### src/rtl/ddsh_pkg.sv
// shared types, widths and constants for the differential drive slew limiter
// with heading hold; no dependencies
package ddsh_pkg;

  localparam int MUL_A_W      = 33;
  localparam int MUL_B_W      = 27;
  localparam int MUL_P_W      = MUL_A_W + MUL_B_W;
  localparam int YAW_W        = 32;
  localparam int TGT_W        = 10;
  localparam int LVL_W        = 16;
  localparam int REQ_W        = 38;
  localparam int STEP_W       = 20;
  localparam int MS_W         = 11;
  localparam int INC_W        = 19;
  localparam int WORD_W       = 24;
  localparam int CFG_IDX_W    = 3;
  localparam int CFG_DATA_W   = 16;
  localparam int LEVEL_MAX    = 25600;
  localparam int TIMER_MAX    = 2047;
  localparam int DIV100_SHIFT = 32;
  localparam logic [25:0] DIV100_RECIP = 26'd42949673;

  localparam logic [CFG_IDX_W-1:0] REG_MAX_RPM_SCALE = 3'd0;
  localparam logic [CFG_IDX_W-1:0] REG_INVERT_LEFT   = 3'd1;
  localparam logic [CFG_IDX_W-1:0] REG_INVERT_RIGHT  = 3'd2;
  localparam logic [CFG_IDX_W-1:0] REG_TILT_LIMIT    = 3'd3;
  localparam logic [CFG_IDX_W-1:0] REG_HEADING_GAIN  = 3'd4;
  localparam logic [CFG_IDX_W-1:0] REG_SLEW_PER_MS   = 3'd5;
  localparam logic [CFG_IDX_W-1:0] REG_YAW_DEADBAND  = 3'd6;
  localparam logic [CFG_IDX_W-1:0] REG_UPDATE_PERIOD = 3'd7;

  localparam logic OP_TICK  = 1'b0;
  localparam logic OP_DRIVE = 1'b1;

  typedef struct packed {
    logic [15:0] max_rpm_scale;
    logic        invert_left;
    logic        invert_right;
    logic [13:0] tilt_limit;
    logic [11:0] heading_gain;
    logic [9:0]  slew_per_ms;
    logic [13:0] yaw_deadband;
    logic [9:0]  update_period;
  } ddsh_cfg_t;

  typedef struct packed {
    logic               operation;
    logic signed [7:0]  speed;
    logic signed [7:0]  turn;
    logic signed [7:0]  trim_left;
    logic signed [7:0]  trim_right;
    logic signed [15:0] pitch;
    logic signed [15:0] yaw_rate;
    logic [9:0]         elapsed_ms;
  } ddsh_item_t;

  typedef struct packed {
    logic                     write_valid;
    logic signed [WORD_W-1:0] left_speed_word;
    logic signed [WORD_W-1:0] right_speed_word;
  } ddsh_result_t;

endpackage

### src/rtl/diff_drive_slew_heading_hold_core.sv
// differential drive slew limiter with heading hold, top level
// a control tick steps through S_RMUL, S_DIV, S_YAW, S_ERR, S_REQ, S_SL, S_SR,
// S_TMR, S_WL and S_WR to S_OUT, a drive command through S_CMD to S_OUT; a new item
// is taken only back in idle; a tick makes six passes through the one shared multiplier
// one result beat waits in an output register while the next beat runs
// reset (async, active low) restores register defaults and clears all drive state
module diff_drive_slew_heading_hold_core (
  input  logic                            clk_i,
  input  logic                            rst_ni,
  input  logic                            s_axis_tvalid,
  output logic                            s_axis_tready,
  // speed, turn, trim_left, trim_right, pitch, yaw_rate, elapsed_ms, zero pad
  input  logic [79:0]                     s_axis_tdata,
  // operation
  input  logic                            s_axis_tuser,
  output logic                            m_axis_tvalid,
  input  logic                            m_axis_tready,
  // left_speed_word, right_speed_word
  output logic [47:0]                     m_axis_tdata,
  // write_valid
  output logic                            m_axis_tuser,
  input  logic                            cfg_valid_i,
  output logic                            cfg_ready_o,
  input  logic [ddsh_pkg::CFG_IDX_W-1:0]  cfg_index_i,
  input  logic [ddsh_pkg::CFG_DATA_W-1:0] cfg_data_i
);
  import ddsh_pkg::*;

  ddsh_cfg_t               cfg;
  ddsh_item_t              item;
  ddsh_result_t            res;
  ddsh_result_t            out_q;
  logic                    out_valid_q;
  logic                    idle;
  logic                    res_valid;
  logic                    res_ready;
  logic                    mul_en;
  logic signed [MUL_A_W-1:0] mul_a;
  logic signed [MUL_B_W-1:0] mul_b;
  logic signed [MUL_P_W-1:0] mul_p;

  always_comb begin
    item.operation  = s_axis_tuser;
    item.speed      = s_axis_tdata[7:0];
    item.turn       = s_axis_tdata[15:8];
    item.trim_left  = s_axis_tdata[23:16];
    item.trim_right = s_axis_tdata[31:24];
    item.pitch      = s_axis_tdata[47:32];
    item.yaw_rate   = s_axis_tdata[63:48];
    item.elapsed_ms = s_axis_tdata[73:64];
  end

  ddsh_cfg u_cfg (
    .clk_i       (clk_i),
    .rst_ni      (rst_ni),
    .cfg_valid_i (cfg_valid_i),
    .cfg_ready_o (cfg_ready_o),
    .cfg_index_i (cfg_index_i),
    .cfg_data_i  (cfg_data_i),
    .cfg_o       (cfg)
  );

  ddsh_mul u_mul (
    .clk_i (clk_i),
    .en_i  (mul_en),
    .a_i   (mul_a),
    .b_i   (mul_b),
    .p_o   (mul_p)
  );

  ddsh_seq u_seq (
    .clk_i       (clk_i),
    .rst_ni      (rst_ni),
    .cfg_i       (cfg),
    .start_i     (s_axis_tvalid && s_axis_tready),
    .item_i      (item),
    .idle_o      (idle),
    .res_valid_o (res_valid),
    .res_ready_i (res_ready),
    .res_o       (res),
    .mul_en_o    (mul_en),
    .mul_a_o     (mul_a),
    .mul_b_o     (mul_b),
    .mul_p_i     (mul_p)
  );

  assign s_axis_tready = idle;
  assign res_ready     = !out_valid_q || m_axis_tready;

  always_ff @(posedge clk_i or negedge rst_ni) begin
    if (!rst_ni) begin
      out_valid_q <= 1'b0;
      out_q       <= '0;
    end else if (res_ready) begin
      out_valid_q <= res_valid;
      if (res_valid) out_q <= res;
    end
  end

  assign m_axis_tvalid = out_valid_q;
  assign m_axis_tuser  = out_q.write_valid;
  assign m_axis_tdata  = {out_q.right_speed_word, out_q.left_speed_word};

  a_busy_after_accept : assert property (@(posedge clk_i) disable iff (!rst_ni)
    s_axis_tvalid && s_axis_tready |=> !s_axis_tready)
    else $error("input accepted while a beat is in flight");

  a_quiet_words : assert property (@(posedge clk_i) disable iff (!rst_ni)
    m_axis_tvalid && !m_axis_tuser |-> m_axis_tdata == '0)
    else $error("speed words nonzero on a beat without write");

  a_out_from_seq : assert property (@(posedge clk_i) disable iff (!rst_ni)
    $rose(m_axis_tvalid) |-> $past(res_valid))
    else $error("output beat raised without a sequencer result");

endmodule

### src/rtl/ddsh_cfg.sv
// configuration register file, one register per index
// depends on ddsh_pkg
module ddsh_cfg (
  input  logic                            clk_i,
  input  logic                            rst_ni,
  input  logic                            cfg_valid_i,
  output logic                            cfg_ready_o,
  input  logic [ddsh_pkg::CFG_IDX_W-1:0]  cfg_index_i,
  input  logic [ddsh_pkg::CFG_DATA_W-1:0] cfg_data_i,
  output ddsh_pkg::ddsh_cfg_t             cfg_o
);
  import ddsh_pkg::*;

  ddsh_cfg_t cfg_q;

  assign cfg_ready_o = 1'b1;
  assign cfg_o       = cfg_q;

  always_ff @(posedge clk_i or negedge rst_ni) begin
    if (!rst_ni) begin
      cfg_q.max_rpm_scale <= 16'd100;
      cfg_q.invert_left   <= 1'b0;
      cfg_q.invert_right  <= 1'b0;
      cfg_q.tilt_limit    <= 14'd4500;
      cfg_q.heading_gain  <= 12'd315;
      cfg_q.slew_per_ms   <= 10'd38;
      cfg_q.yaw_deadband  <= 14'd150;
      cfg_q.update_period <= 10'd50;
    end else if (cfg_valid_i) begin
      case (cfg_index_i)
        REG_MAX_RPM_SCALE: cfg_q.max_rpm_scale <= cfg_data_i;
        REG_INVERT_LEFT:   cfg_q.invert_left   <= cfg_data_i[0];
        REG_INVERT_RIGHT:  cfg_q.invert_right  <= cfg_data_i[0];
        REG_TILT_LIMIT:    cfg_q.tilt_limit    <= cfg_data_i[13:0];
        REG_HEADING_GAIN:  cfg_q.heading_gain  <= cfg_data_i[11:0];
        REG_SLEW_PER_MS:   cfg_q.slew_per_ms   <= cfg_data_i[9:0];
        REG_YAW_DEADBAND:  cfg_q.yaw_deadband  <= cfg_data_i[13:0];
        REG_UPDATE_PERIOD: cfg_q.update_period <= cfg_data_i[9:0];
        default: ;
      endcase
    end
  end

endmodule

### src/rtl/ddsh_mul.sv
// shared signed multiplier with registered product
// depends on ddsh_pkg
module ddsh_mul (
  input  logic                                    clk_i,
  input  logic                                    en_i,
  input  logic signed [ddsh_pkg::MUL_A_W-1:0]     a_i,
  input  logic signed [ddsh_pkg::MUL_B_W-1:0]     b_i,
  output logic signed [ddsh_pkg::MUL_P_W-1:0]     p_o
);
  import ddsh_pkg::*;

  logic signed [MUL_P_W-1:0] p_q;

  assign p_o = p_q;

  always_ff @(posedge clk_i) begin
    if (en_i) begin
      p_q <= MUL_P_W'(a_i) * MUL_P_W'(b_i);
    end
  end

endmodule

### src/rtl/ddsh_seq.sv
// sequencer holding drive state; steps one item through the shared multiplier
// depends on ddsh_pkg and drives ddsh_mul operands
module ddsh_seq (
  input  logic                                clk_i,
  input  logic                                rst_ni,
  input  ddsh_pkg::ddsh_cfg_t                 cfg_i,
  input  logic                                start_i,
  input  ddsh_pkg::ddsh_item_t                item_i,
  output logic                                idle_o,
  output logic                                res_valid_o,
  input  logic                                res_ready_i,
  output ddsh_pkg::ddsh_result_t              res_o,
  output logic                                mul_en_o,
  output logic signed [ddsh_pkg::MUL_A_W-1:0] mul_a_o,
  output logic signed [ddsh_pkg::MUL_B_W-1:0] mul_b_o,
  input  logic signed [ddsh_pkg::MUL_P_W-1:0] mul_p_i
);
  import ddsh_pkg::*;

  typedef enum logic [3:0] {
    S_IDLE, S_CMD, S_RMUL, S_DIV, S_YAW, S_ERR, S_REQ,
    S_SL, S_SR, S_TMR, S_WL, S_WR, S_OUT
  } state_e;

  function automatic logic signed [7:0] sat100(input logic signed [7:0] v);
    logic signed [7:0] r;
    if (v > 8'sd100) r = 8'sd100;
    else if (v < -8'sd100) r = -8'sd100;
    else r = v;
    return r;
  endfunction

  function automatic logic signed [LVL_W-1:0] slew_f(
    input logic signed [LVL_W-1:0] cur,
    input logic signed [REQ_W-1:0] req,
    input logic [STEP_W-1:0]       step
  );
    logic signed [REQ_W-1:0] c;
    logic signed [REQ_W-1:0] s;
    logic signed [REQ_W-1:0] hi;
    logic signed [REQ_W-1:0] lo;
    s  = signed'({{(REQ_W-STEP_W){1'b0}}, step});
    c  = {{(REQ_W-LVL_W){cur[LVL_W-1]}}, cur};
    hi = c + s;
    lo = c - s;
    if (req > hi) c = hi;
    else if (req < lo) c = lo;
    else c = req;
    if (c > REQ_W'(LEVEL_MAX)) c = REQ_W'(LEVEL_MAX);
    if (c < -REQ_W'(LEVEL_MAX)) c = -REQ_W'(LEVEL_MAX);
    return c[LVL_W-1:0];
  endfunction

  function automatic logic signed [7:0] pct_f(input logic signed [LVL_W-1:0] lvl,
                                             input logic inv);
    logic signed [LVL_W-1:0] t;
    logic signed [7:0]       p;
    t = lvl + (lvl[LVL_W-1] ? LVL_W'(255) : LVL_W'(0));
    p = t[LVL_W-1:8];
    return inv ? -p : p;
  endfunction

  state_e                    state_q;
  ddsh_item_t                item_q;
  logic [YAW_W-1:0]          yaw_q;
  logic [YAW_W-1:0]          hold_q;
  logic                      hold_active_q;
  logic signed [TGT_W-1:0]   tgt_l_q;
  logic signed [TGT_W-1:0]   tgt_r_q;
  logic signed [7:0]         drive_q;
  logic signed [LVL_W-1:0]   lvl_l_q;
  logic signed [LVL_W-1:0]   lvl_r_q;
  logic                      was_moving_q;
  logic [MS_W-1:0]           ms_q;
  logic                      dead_q;
  logic                      neg_q;
  logic signed [REQ_W-1:0]   req_l_q;
  logic signed [REQ_W-1:0]   req_r_q;
  logic                      wr_q;
  logic [WORD_W-1:0]         word_l_q;

  logic signed [7:0]         sp, tu, tl, tr;
  logic signed [TGT_W-1:0]   tgt_l_n, tgt_r_n;
  logic                      lock_ok;
  logic [16:0]               rate_mag, pitch_mag;
  logic [MUL_P_W-1:0]        p_mag;
  logic [INC_W-1:0]          inc_mag;
  logic [YAW_W-1:0]          inc;
  logic [YAW_W-1:0]          err;
  logic signed [45:0]        pe, pc;
  logic signed [REQ_W-1:0]   corr, base_l, base_r;
  logic [MS_W:0]             ms_sum;
  logic [MS_W-1:0]           ms_sat;
  logic                      due, moving;
  logic signed [7:0]         pct_l, pct_r;

  always_comb begin
    sp = sat100(item_q.speed);
    tu = sat100(item_q.turn);
    tl = sat100(item_q.trim_left);
    tr = sat100(item_q.trim_right);
    tgt_l_n = {{(TGT_W-8){sp[7]}}, sp} + {{(TGT_W-8){tu[7]}}, tu}
            + {{(TGT_W-8){tl[7]}}, tl};
    tgt_r_n = {{(TGT_W-8){sp[7]}}, sp} - {{(TGT_W-8){tu[7]}}, tu}
            + {{(TGT_W-8){tr[7]}}, tr};
    lock_ok = (sp > 8'sd10 || sp < -8'sd10) && (tu < 8'sd5 && tu > -8'sd5);

    rate_mag  = item_q.yaw_rate[15] ? 17'(-{1'b1, item_q.yaw_rate})
                                    : {1'b0, item_q.yaw_rate};
    pitch_mag = item_q.pitch[15] ? 17'(-{1'b1, item_q.pitch}) : {1'b0, item_q.pitch};

    p_mag   = mul_p_i[MUL_P_W-1] ? MUL_P_W'(-mul_p_i) : MUL_P_W'(mul_p_i);
    inc_mag = mul_p_i[DIV100_SHIFT+INC_W-1:DIV100_SHIFT];
    inc     = neg_q ? YAW_W'(-{{(YAW_W-INC_W){1'b0}}, inc_mag})
                    : {{(YAW_W-INC_W){1'b0}}, inc_mag};
    err     = hold_q - yaw_q;

    pe   = mul_p_i[45:0];
    pc   = (pe + (pe[45] ? 46'sd1023 : 46'sd0)) >>> 10;
    corr = drive_q[7] ? -pc[REQ_W-1:0] : pc[REQ_W-1:0];
    base_l = {{(REQ_W-TGT_W-8){tgt_l_q[TGT_W-1]}}, tgt_l_q, 8'b0};
    base_r = {{(REQ_W-TGT_W-8){tgt_r_q[TGT_W-1]}}, tgt_r_q, 8'b0};

    ms_sum = {1'b0, ms_q} + {{(MS_W-9){1'b0}}, item_q.elapsed_ms};
    ms_sat = (ms_sum > (MS_W+1)'(TIMER_MAX)) ? MS_W'(TIMER_MAX) : ms_sum[MS_W-1:0];
    due    = ms_sat > {1'b0, cfg_i.update_period};
    moving = lvl_l_q > LVL_W'(256) || lvl_l_q < -LVL_W'(256)
          || lvl_r_q > LVL_W'(256) || lvl_r_q < -LVL_W'(256);

    pct_l = pct_f(lvl_l_q, cfg_i.invert_left);
    pct_r = pct_f(lvl_r_q, cfg_i.invert_right);
  end

  always_comb begin
    mul_en_o = 1'b0;
    mul_a_o  = '0;
    mul_b_o  = '0;
    case (state_q)
      S_RMUL: begin
        mul_en_o = 1'b1;
        mul_a_o  = MUL_A_W'(item_q.yaw_rate);
        mul_b_o  = {{(MUL_B_W-10){1'b0}}, item_q.elapsed_ms};
      end
      S_DIV: begin
        mul_en_o = 1'b1;
        mul_a_o  = {{(MUL_A_W-25){1'b0}}, p_mag[24:0]};
        mul_b_o  = {1'b0, DIV100_RECIP};
      end
      S_ERR: begin
        mul_en_o = 1'b1;
        mul_a_o  = {err[YAW_W-1], err};
        mul_b_o  = {{(MUL_B_W-12){1'b0}}, cfg_i.heading_gain};
      end
      S_REQ: begin
        mul_en_o = 1'b1;
        mul_a_o  = {{(MUL_A_W-10){1'b0}}, cfg_i.slew_per_ms};
        mul_b_o  = {{(MUL_B_W-10){1'b0}}, item_q.elapsed_ms};
      end
      S_WL: begin
        mul_en_o = 1'b1;
        mul_a_o  = MUL_A_W'(pct_l);
        mul_b_o  = {{(MUL_B_W-16){1'b0}}, cfg_i.max_rpm_scale};
      end
      S_WR: begin
        mul_en_o = 1'b1;
        mul_a_o  = MUL_A_W'(pct_r);
        mul_b_o  = {{(MUL_B_W-16){1'b0}}, cfg_i.max_rpm_scale};
      end
      default: ;
    endcase
  end

  assign idle_o      = (state_q == S_IDLE);
  assign res_valid_o = (state_q == S_OUT);
  assign res_o.write_valid      = wr_q;
  assign res_o.left_speed_word  = wr_q ? word_l_q : '0;
  assign res_o.right_speed_word = wr_q ? mul_p_i[WORD_W-1:0] : '0;

  always_ff @(posedge clk_i or negedge rst_ni) begin
    if (!rst_ni) begin
      state_q       <= S_IDLE;
      item_q        <= '0;
      yaw_q         <= '0;
      hold_q        <= '0;
      hold_active_q <= 1'b0;
      tgt_l_q       <= '0;
      tgt_r_q       <= '0;
      drive_q       <= '0;
      lvl_l_q       <= '0;
      lvl_r_q       <= '0;
      was_moving_q  <= 1'b0;
      ms_q          <= '0;
      dead_q        <= 1'b0;
      neg_q         <= 1'b0;
      req_l_q       <= '0;
      req_r_q       <= '0;
      wr_q          <= 1'b0;
      word_l_q      <= '0;
    end else begin
      case (state_q)
        S_IDLE: begin
          if (start_i) begin
            item_q  <= item_i;
            state_q <= (item_i.operation == OP_DRIVE) ? S_CMD : S_RMUL;
          end
        end
        S_CMD: begin
          drive_q <= sp;
          tgt_l_q <= tgt_l_n;
          tgt_r_q <= tgt_r_n;
          wr_q    <= 1'b0;
          if (lock_ok) begin
            if (!hold_active_q) begin
              hold_q        <= yaw_q;
              hold_active_q <= 1'b1;
            end
          end else begin
            hold_active_q <= 1'b0;
          end
          state_q <= S_OUT;
        end
        S_RMUL: begin
          dead_q  <= rate_mag > {3'b0, cfg_i.yaw_deadband};
          state_q <= S_DIV;
        end
        S_DIV: begin
          neg_q   <= mul_p_i[MUL_P_W-1];
          state_q <= S_YAW;
        end
        S_YAW: begin
          if (dead_q) yaw_q <= yaw_q + inc;
          state_q <= S_ERR;
        end
        S_ERR: begin
          state_q <= S_REQ;
        end
        S_REQ: begin
          if (pitch_mag > {3'b0, cfg_i.tilt_limit}) begin
            req_l_q <= '0;
            req_r_q <= '0;
            tgt_l_q <= '0;
            tgt_r_q <= '0;
          end else if (hold_active_q) begin
            req_l_q <= base_l - corr;
            req_r_q <= base_r + corr;
          end else begin
            req_l_q <= base_l;
            req_r_q <= base_r;
          end
          state_q <= S_SL;
        end
        S_SL: begin
          lvl_l_q <= slew_f(lvl_l_q, req_l_q, mul_p_i[STEP_W-1:0]);
          state_q <= S_SR;
        end
        S_SR: begin
          lvl_r_q <= slew_f(lvl_r_q, req_r_q, mul_p_i[STEP_W-1:0]);
          state_q <= S_TMR;
        end
        S_TMR: begin
          wr_q <= 1'b0;
          if (due) begin
            ms_q <= '0;
            if (moving || was_moving_q) begin
              wr_q         <= 1'b1;
              was_moving_q <= moving;
            end
          end else begin
            ms_q <= ms_sat;
          end
          state_q <= S_WL;
        end
        S_WL: begin
          state_q <= S_WR;
        end
        S_WR: begin
          word_l_q <= mul_p_i[WORD_W-1:0];
          state_q  <= S_OUT;
        end
        S_OUT: begin
          if (res_ready_i) state_q <= S_IDLE;
        end
        default: state_q <= S_IDLE;
      endcase
    end
  end

endmodule

### config.mk
export PLATFORM = sky130hd
export DESIGN_NAME = diff_drive_slew_heading_hold_core
export DESIGN_NICKNAME = d
export VERILOG_FILES = /design/src/rtl/ddsh_pkg.sv /design/src/rtl/diff_drive_slew_heading_hold_core.sv /design/src/rtl/ddsh_cfg.sv /design/src/rtl/ddsh_mul.sv /design/src/rtl/ddsh_seq.sv
export SDC_FILE = /design/constraint.sdc
export NUM_CORES = 2
export LEC_CHECK = 0
export BUFFER_PORTS_ARGS = -buffer_cell sky130_fd_sc_hd__buf_4
export CAP_MARGIN = 20
export CORE_MARGIN = 3
export CORE_UTILIZATION = 60
export CTS_BUF_LIST = sky130_fd_sc_hd__clkbuf_8
export CTS_CLUSTER_SIZE = 28
export DETAILED_ROUTE_END_ITERATION = 7
export PLACE_DENSITY = 0.86
export SKIP_CTS_REPAIR_TIMING = 1
export SLEW_MARGIN = 0
export SYNTH_ARGS = -nofsm -noshare
export SYNTH_HDL_FRONTEND = slang
export SYNTH_SLANG_ARGS = --single-unit
### constraint.sdc
create_clock -name clk_i -period 11.7 [get_ports clk_i]
set_input_delay 1.755 -clock clk_i [delete_from_list [all_inputs] [get_ports clk_i]]
set_output_delay 1.755 -clock clk_i [all_outputs]
set_load 0.02 [all_outputs]
==> flow_summary.yaml <==
sta:
  hold_viol_final: 0
  drv_slew: 0
  worst_pin_slew_ps: 1110
  max_slew_margin_pct: 24.7
  setup_ws_ps: 480
  period_share_pct: 95.9
  timing.hold.ws_ps: 481
  final-setup-viol-count: 0
  finalSetupTns_ps: 0
  fin_skew_ps: 89.3
  min_period_ps: 11220
  fmax_mhz: 89.1
  rsz0062_at_grt: "no"
critical_path:
  worst_setup_path_start_kind: "register"
  crit_path_max_fanout: 24
  critical_path_class: "register to register"
  worstPathRequired_ps: 12200
  critical_path.most_common_cell: "fa_1"
  cp_slowest_stage_delay_ps: 540
  reg2reg_depth: 38
  crit_arrival_ps: 11720
  slowest_stage: "fa_1"
  end_kind: "register"
synth:
  ys_seq_area_share_pct: 18.6
  synth.most_common_cell: "inv_1"
  yosys-top-cells-count: "inv_1 (1291), nand2_1 (905), fa_1 (714)"
  ys_ff_latch: 490
  synth_edf_count: 52
  synthDistinctLibCells: 122
  synth_top_family_by_area: "adder cells"
  synthSimpleGateAreaFrac_pct: 14.8
  async_reset_ff_share_pct: 89.4
  synthMuxAreaShare_pct: 3.25
  avgSynthCellArea_um2: 8.70
  ys.warnings.count: 0
  synthXorXnorAreaFrac_pct: 5.10
  synth_top_area_share_pct: 21.2
  synthAdderAreaFrac_pct: 34.0
  yosys-top-cells-area: "fa_1 (21%), dfrtp_1 (15%), ha_1 (13%), inv_1 (7.2%), nand2_1 (5.0%)"
  synth_cells: 7741
  synthFlopType: "dfrtp_1"
  synth_compound_area_share_pct: 15.1
  synth_top_cell_by_area: "fa_1"
  syn_area_um2: 67300
outcome:
  violations: "DRC"
  outcome: "finished, violations left"
die:
  die_area_um2: 116000
  rows: 122
  dieWidth_um: 341
  ioPinCount: 157
  die_h_um: 341
  core_area_um2: 111000
  start_util_pct: 60.7
global_routing:
  grt_pass1_vias: 58300
  grt_antenna_before_repair: 5
  grt_usage_pct: 34.9
  grt_pass1_wl_mm: 319
  grt.overflow.total: 0
  grt_max_degree: 158
clock_tree:
  clockBufferDepth: 3
  path_clk_slew_ps: 60
  clk_latency_ps: 830
  cts_tree: "yes"
  cts_buffers: 89
  h-tree-depth: 3
  numClockSinks: 490
  cts_root_buf: "clkbuf_8"
final_layout:
  layout-drive-gt1-share_pct: 9.01
  nets: 9373
  syn_to_final_growth_pct: 7.53
  final_area_um2: 72400
placed_design:
  io_buffers: 149
  dp_hpwl_mm: 163
  place_area_um2: 70300
  routabilityCongestion: 1.01
  post-place-ws_ps: 394
detailed_routing:
  drt_first_pass_iters: 8
  drc: 1
  post_drt_wl_per_cell_um: 21.5
  drtIter0Drc: 5431
  ant_nets: 0
  vias: 57900
  viasPerCell: 6.14
  wirelength_mm: 203
run:
  cap_violations: 0
hold_path:
  hold_path.class: "register to register"
  whs_path_depth: 2
## registers in the layout, indices dropped and copies added, names as in the netlist, 4 cells and up
| register | cells |
|---|---|
| m_axis_tdata | 48 |
| u_cfg.cfg_o | 78 |
| u_mul.p_o | 52 |
| u_seq.hold_q | 32 |
| u_seq.item_q | 74 |
| u_seq.lvl_l_q | 16 |
| u_seq.lvl_r_q | 16 |
| u_seq.ms_q | 11 |
| u_seq.req_l_q | 37 |
| u_seq.req_r_q | 38 |
| u_seq.state_q | 4 |
| u_seq.tgt_l_q | 10 |
| u_seq.tgt_r_q | 10 |
| u_seq.word_l_q | 24 |
| u_seq.yaw_q | 32 |
## path summary, 6_finish.rpt
check | endpoint | startpoint | slack, ps
setup / recovery | u_mul.p_o[50]$_DFFE_PP_ | u_seq.lvl_r_q[1]$_DFFE_PN0P_ | 480
hold / removal | u_seq.word_l_q[15]$_DFFE_PN0N_ | u_seq.word_l_q[15]$_DFFE_PN0N_ | 480
setup reg to reg | u_mul.p_o[50]$_DFFE_PP_ | u_seq.lvl_r_q[1]$_DFFE_PN0P_ | 480
hold reg to reg | u_seq.word_l_q[15]$_DFFE_PN0N_ | u_seq.word_l_q[15]$_DFFE_PN0N_ | 480
max in group asynchronous | u_seq.item_q[35]$_DFFE_PN0P_ | rst_ni | 8770
min in group asynchronous | u_seq.item_q[73]$_DFFE_PN0P_ | rst_ni | 1070
## area by class of cell
cell class / count / area [um2]
Antenna cell: 2 / 5.00
Clock buffer: 108 / 1490
Clock inverter: 52 / 412
Fill cell: 8673 / 38600
Inverter: 1295 / 4860
Multi-Input combinational cell: 5703 / 49000
Sequential cell: 490 / 12600
Tap cell: 1488 / 1860
Timing Repair Buffer: 287 / 2260
## metrics by stage
stage | utilization (%) | instances
floorplan | - | 7789
global placement | 63.4 | 9255
detailed placement | 63.4 | 9256
CTS | 65.1 | 9416
global route | 65.2 | 9425
finish | 65.2 | 9425
## layout by cell type (no fill, tap or decap), types with 29 or more instances in the layout
cell type and n:
o31ai_1 71, buf_4 279, nor4_1 51, and3_1 29, a211oi_1 50, o21a_1 61, a31oi_1 44, nor2_1 382
xor2_1 116, mux2_2 166, dfrtp_1 413, mux2i_1 32, o211ai_1 41, o21bai_1 56, nor2b_1 79, and2_1 110
nand2_1 903, nand2b_1 73, clkbuf_8 108, o21ai_0 358, nand3_1 141, fa_1 713, conb_1 50, a22o_1 34
a21o_1 164, edfxtp_1 52, xnor2_1 271, nor3_1 89, inv_1 1310, or3_1 48, a21oi_1 392, ha_1 688
nand4_1 80
## worst max-delay path, delay by kind of cell (launching register included)
kind	cells	cell delay, ps
AO/OA/AOI/OAI	16	4050
adder cells (fa/ha/maj)	9	4180
AND/OR/NAND/NOR	4	850
buffers and inverters	7	1140
XOR/XNOR	2	280
flip-flops	1	390
## per-layer routing
metal	routed length (um)	track usage [%]	vias to the layer above	share of wire, %
li1	-	-	25900	-
met1	78400	44.9	28200	39
met2	91600	55.2	2997	45
met3	19800	7.37	724	9.8
met4	13100	19.1	4	6.5
met5	24	0	-	0.012
## cells by family (layout without fill, tap and decap cells)
kind of cell	count (synthesis)	in the layout
compound gates	1547	1547
xor+xnor	390	390
fa+ha+maj	1402	1402
buf+inv	1596	1742
flops	490	490
mux	198	198
other cells	2	52
simple gates	2116	2116
Power is left out: the tool's default activity adds up to more than one toggle a clock period on the data nets, which glitch-free logic cannot reach.
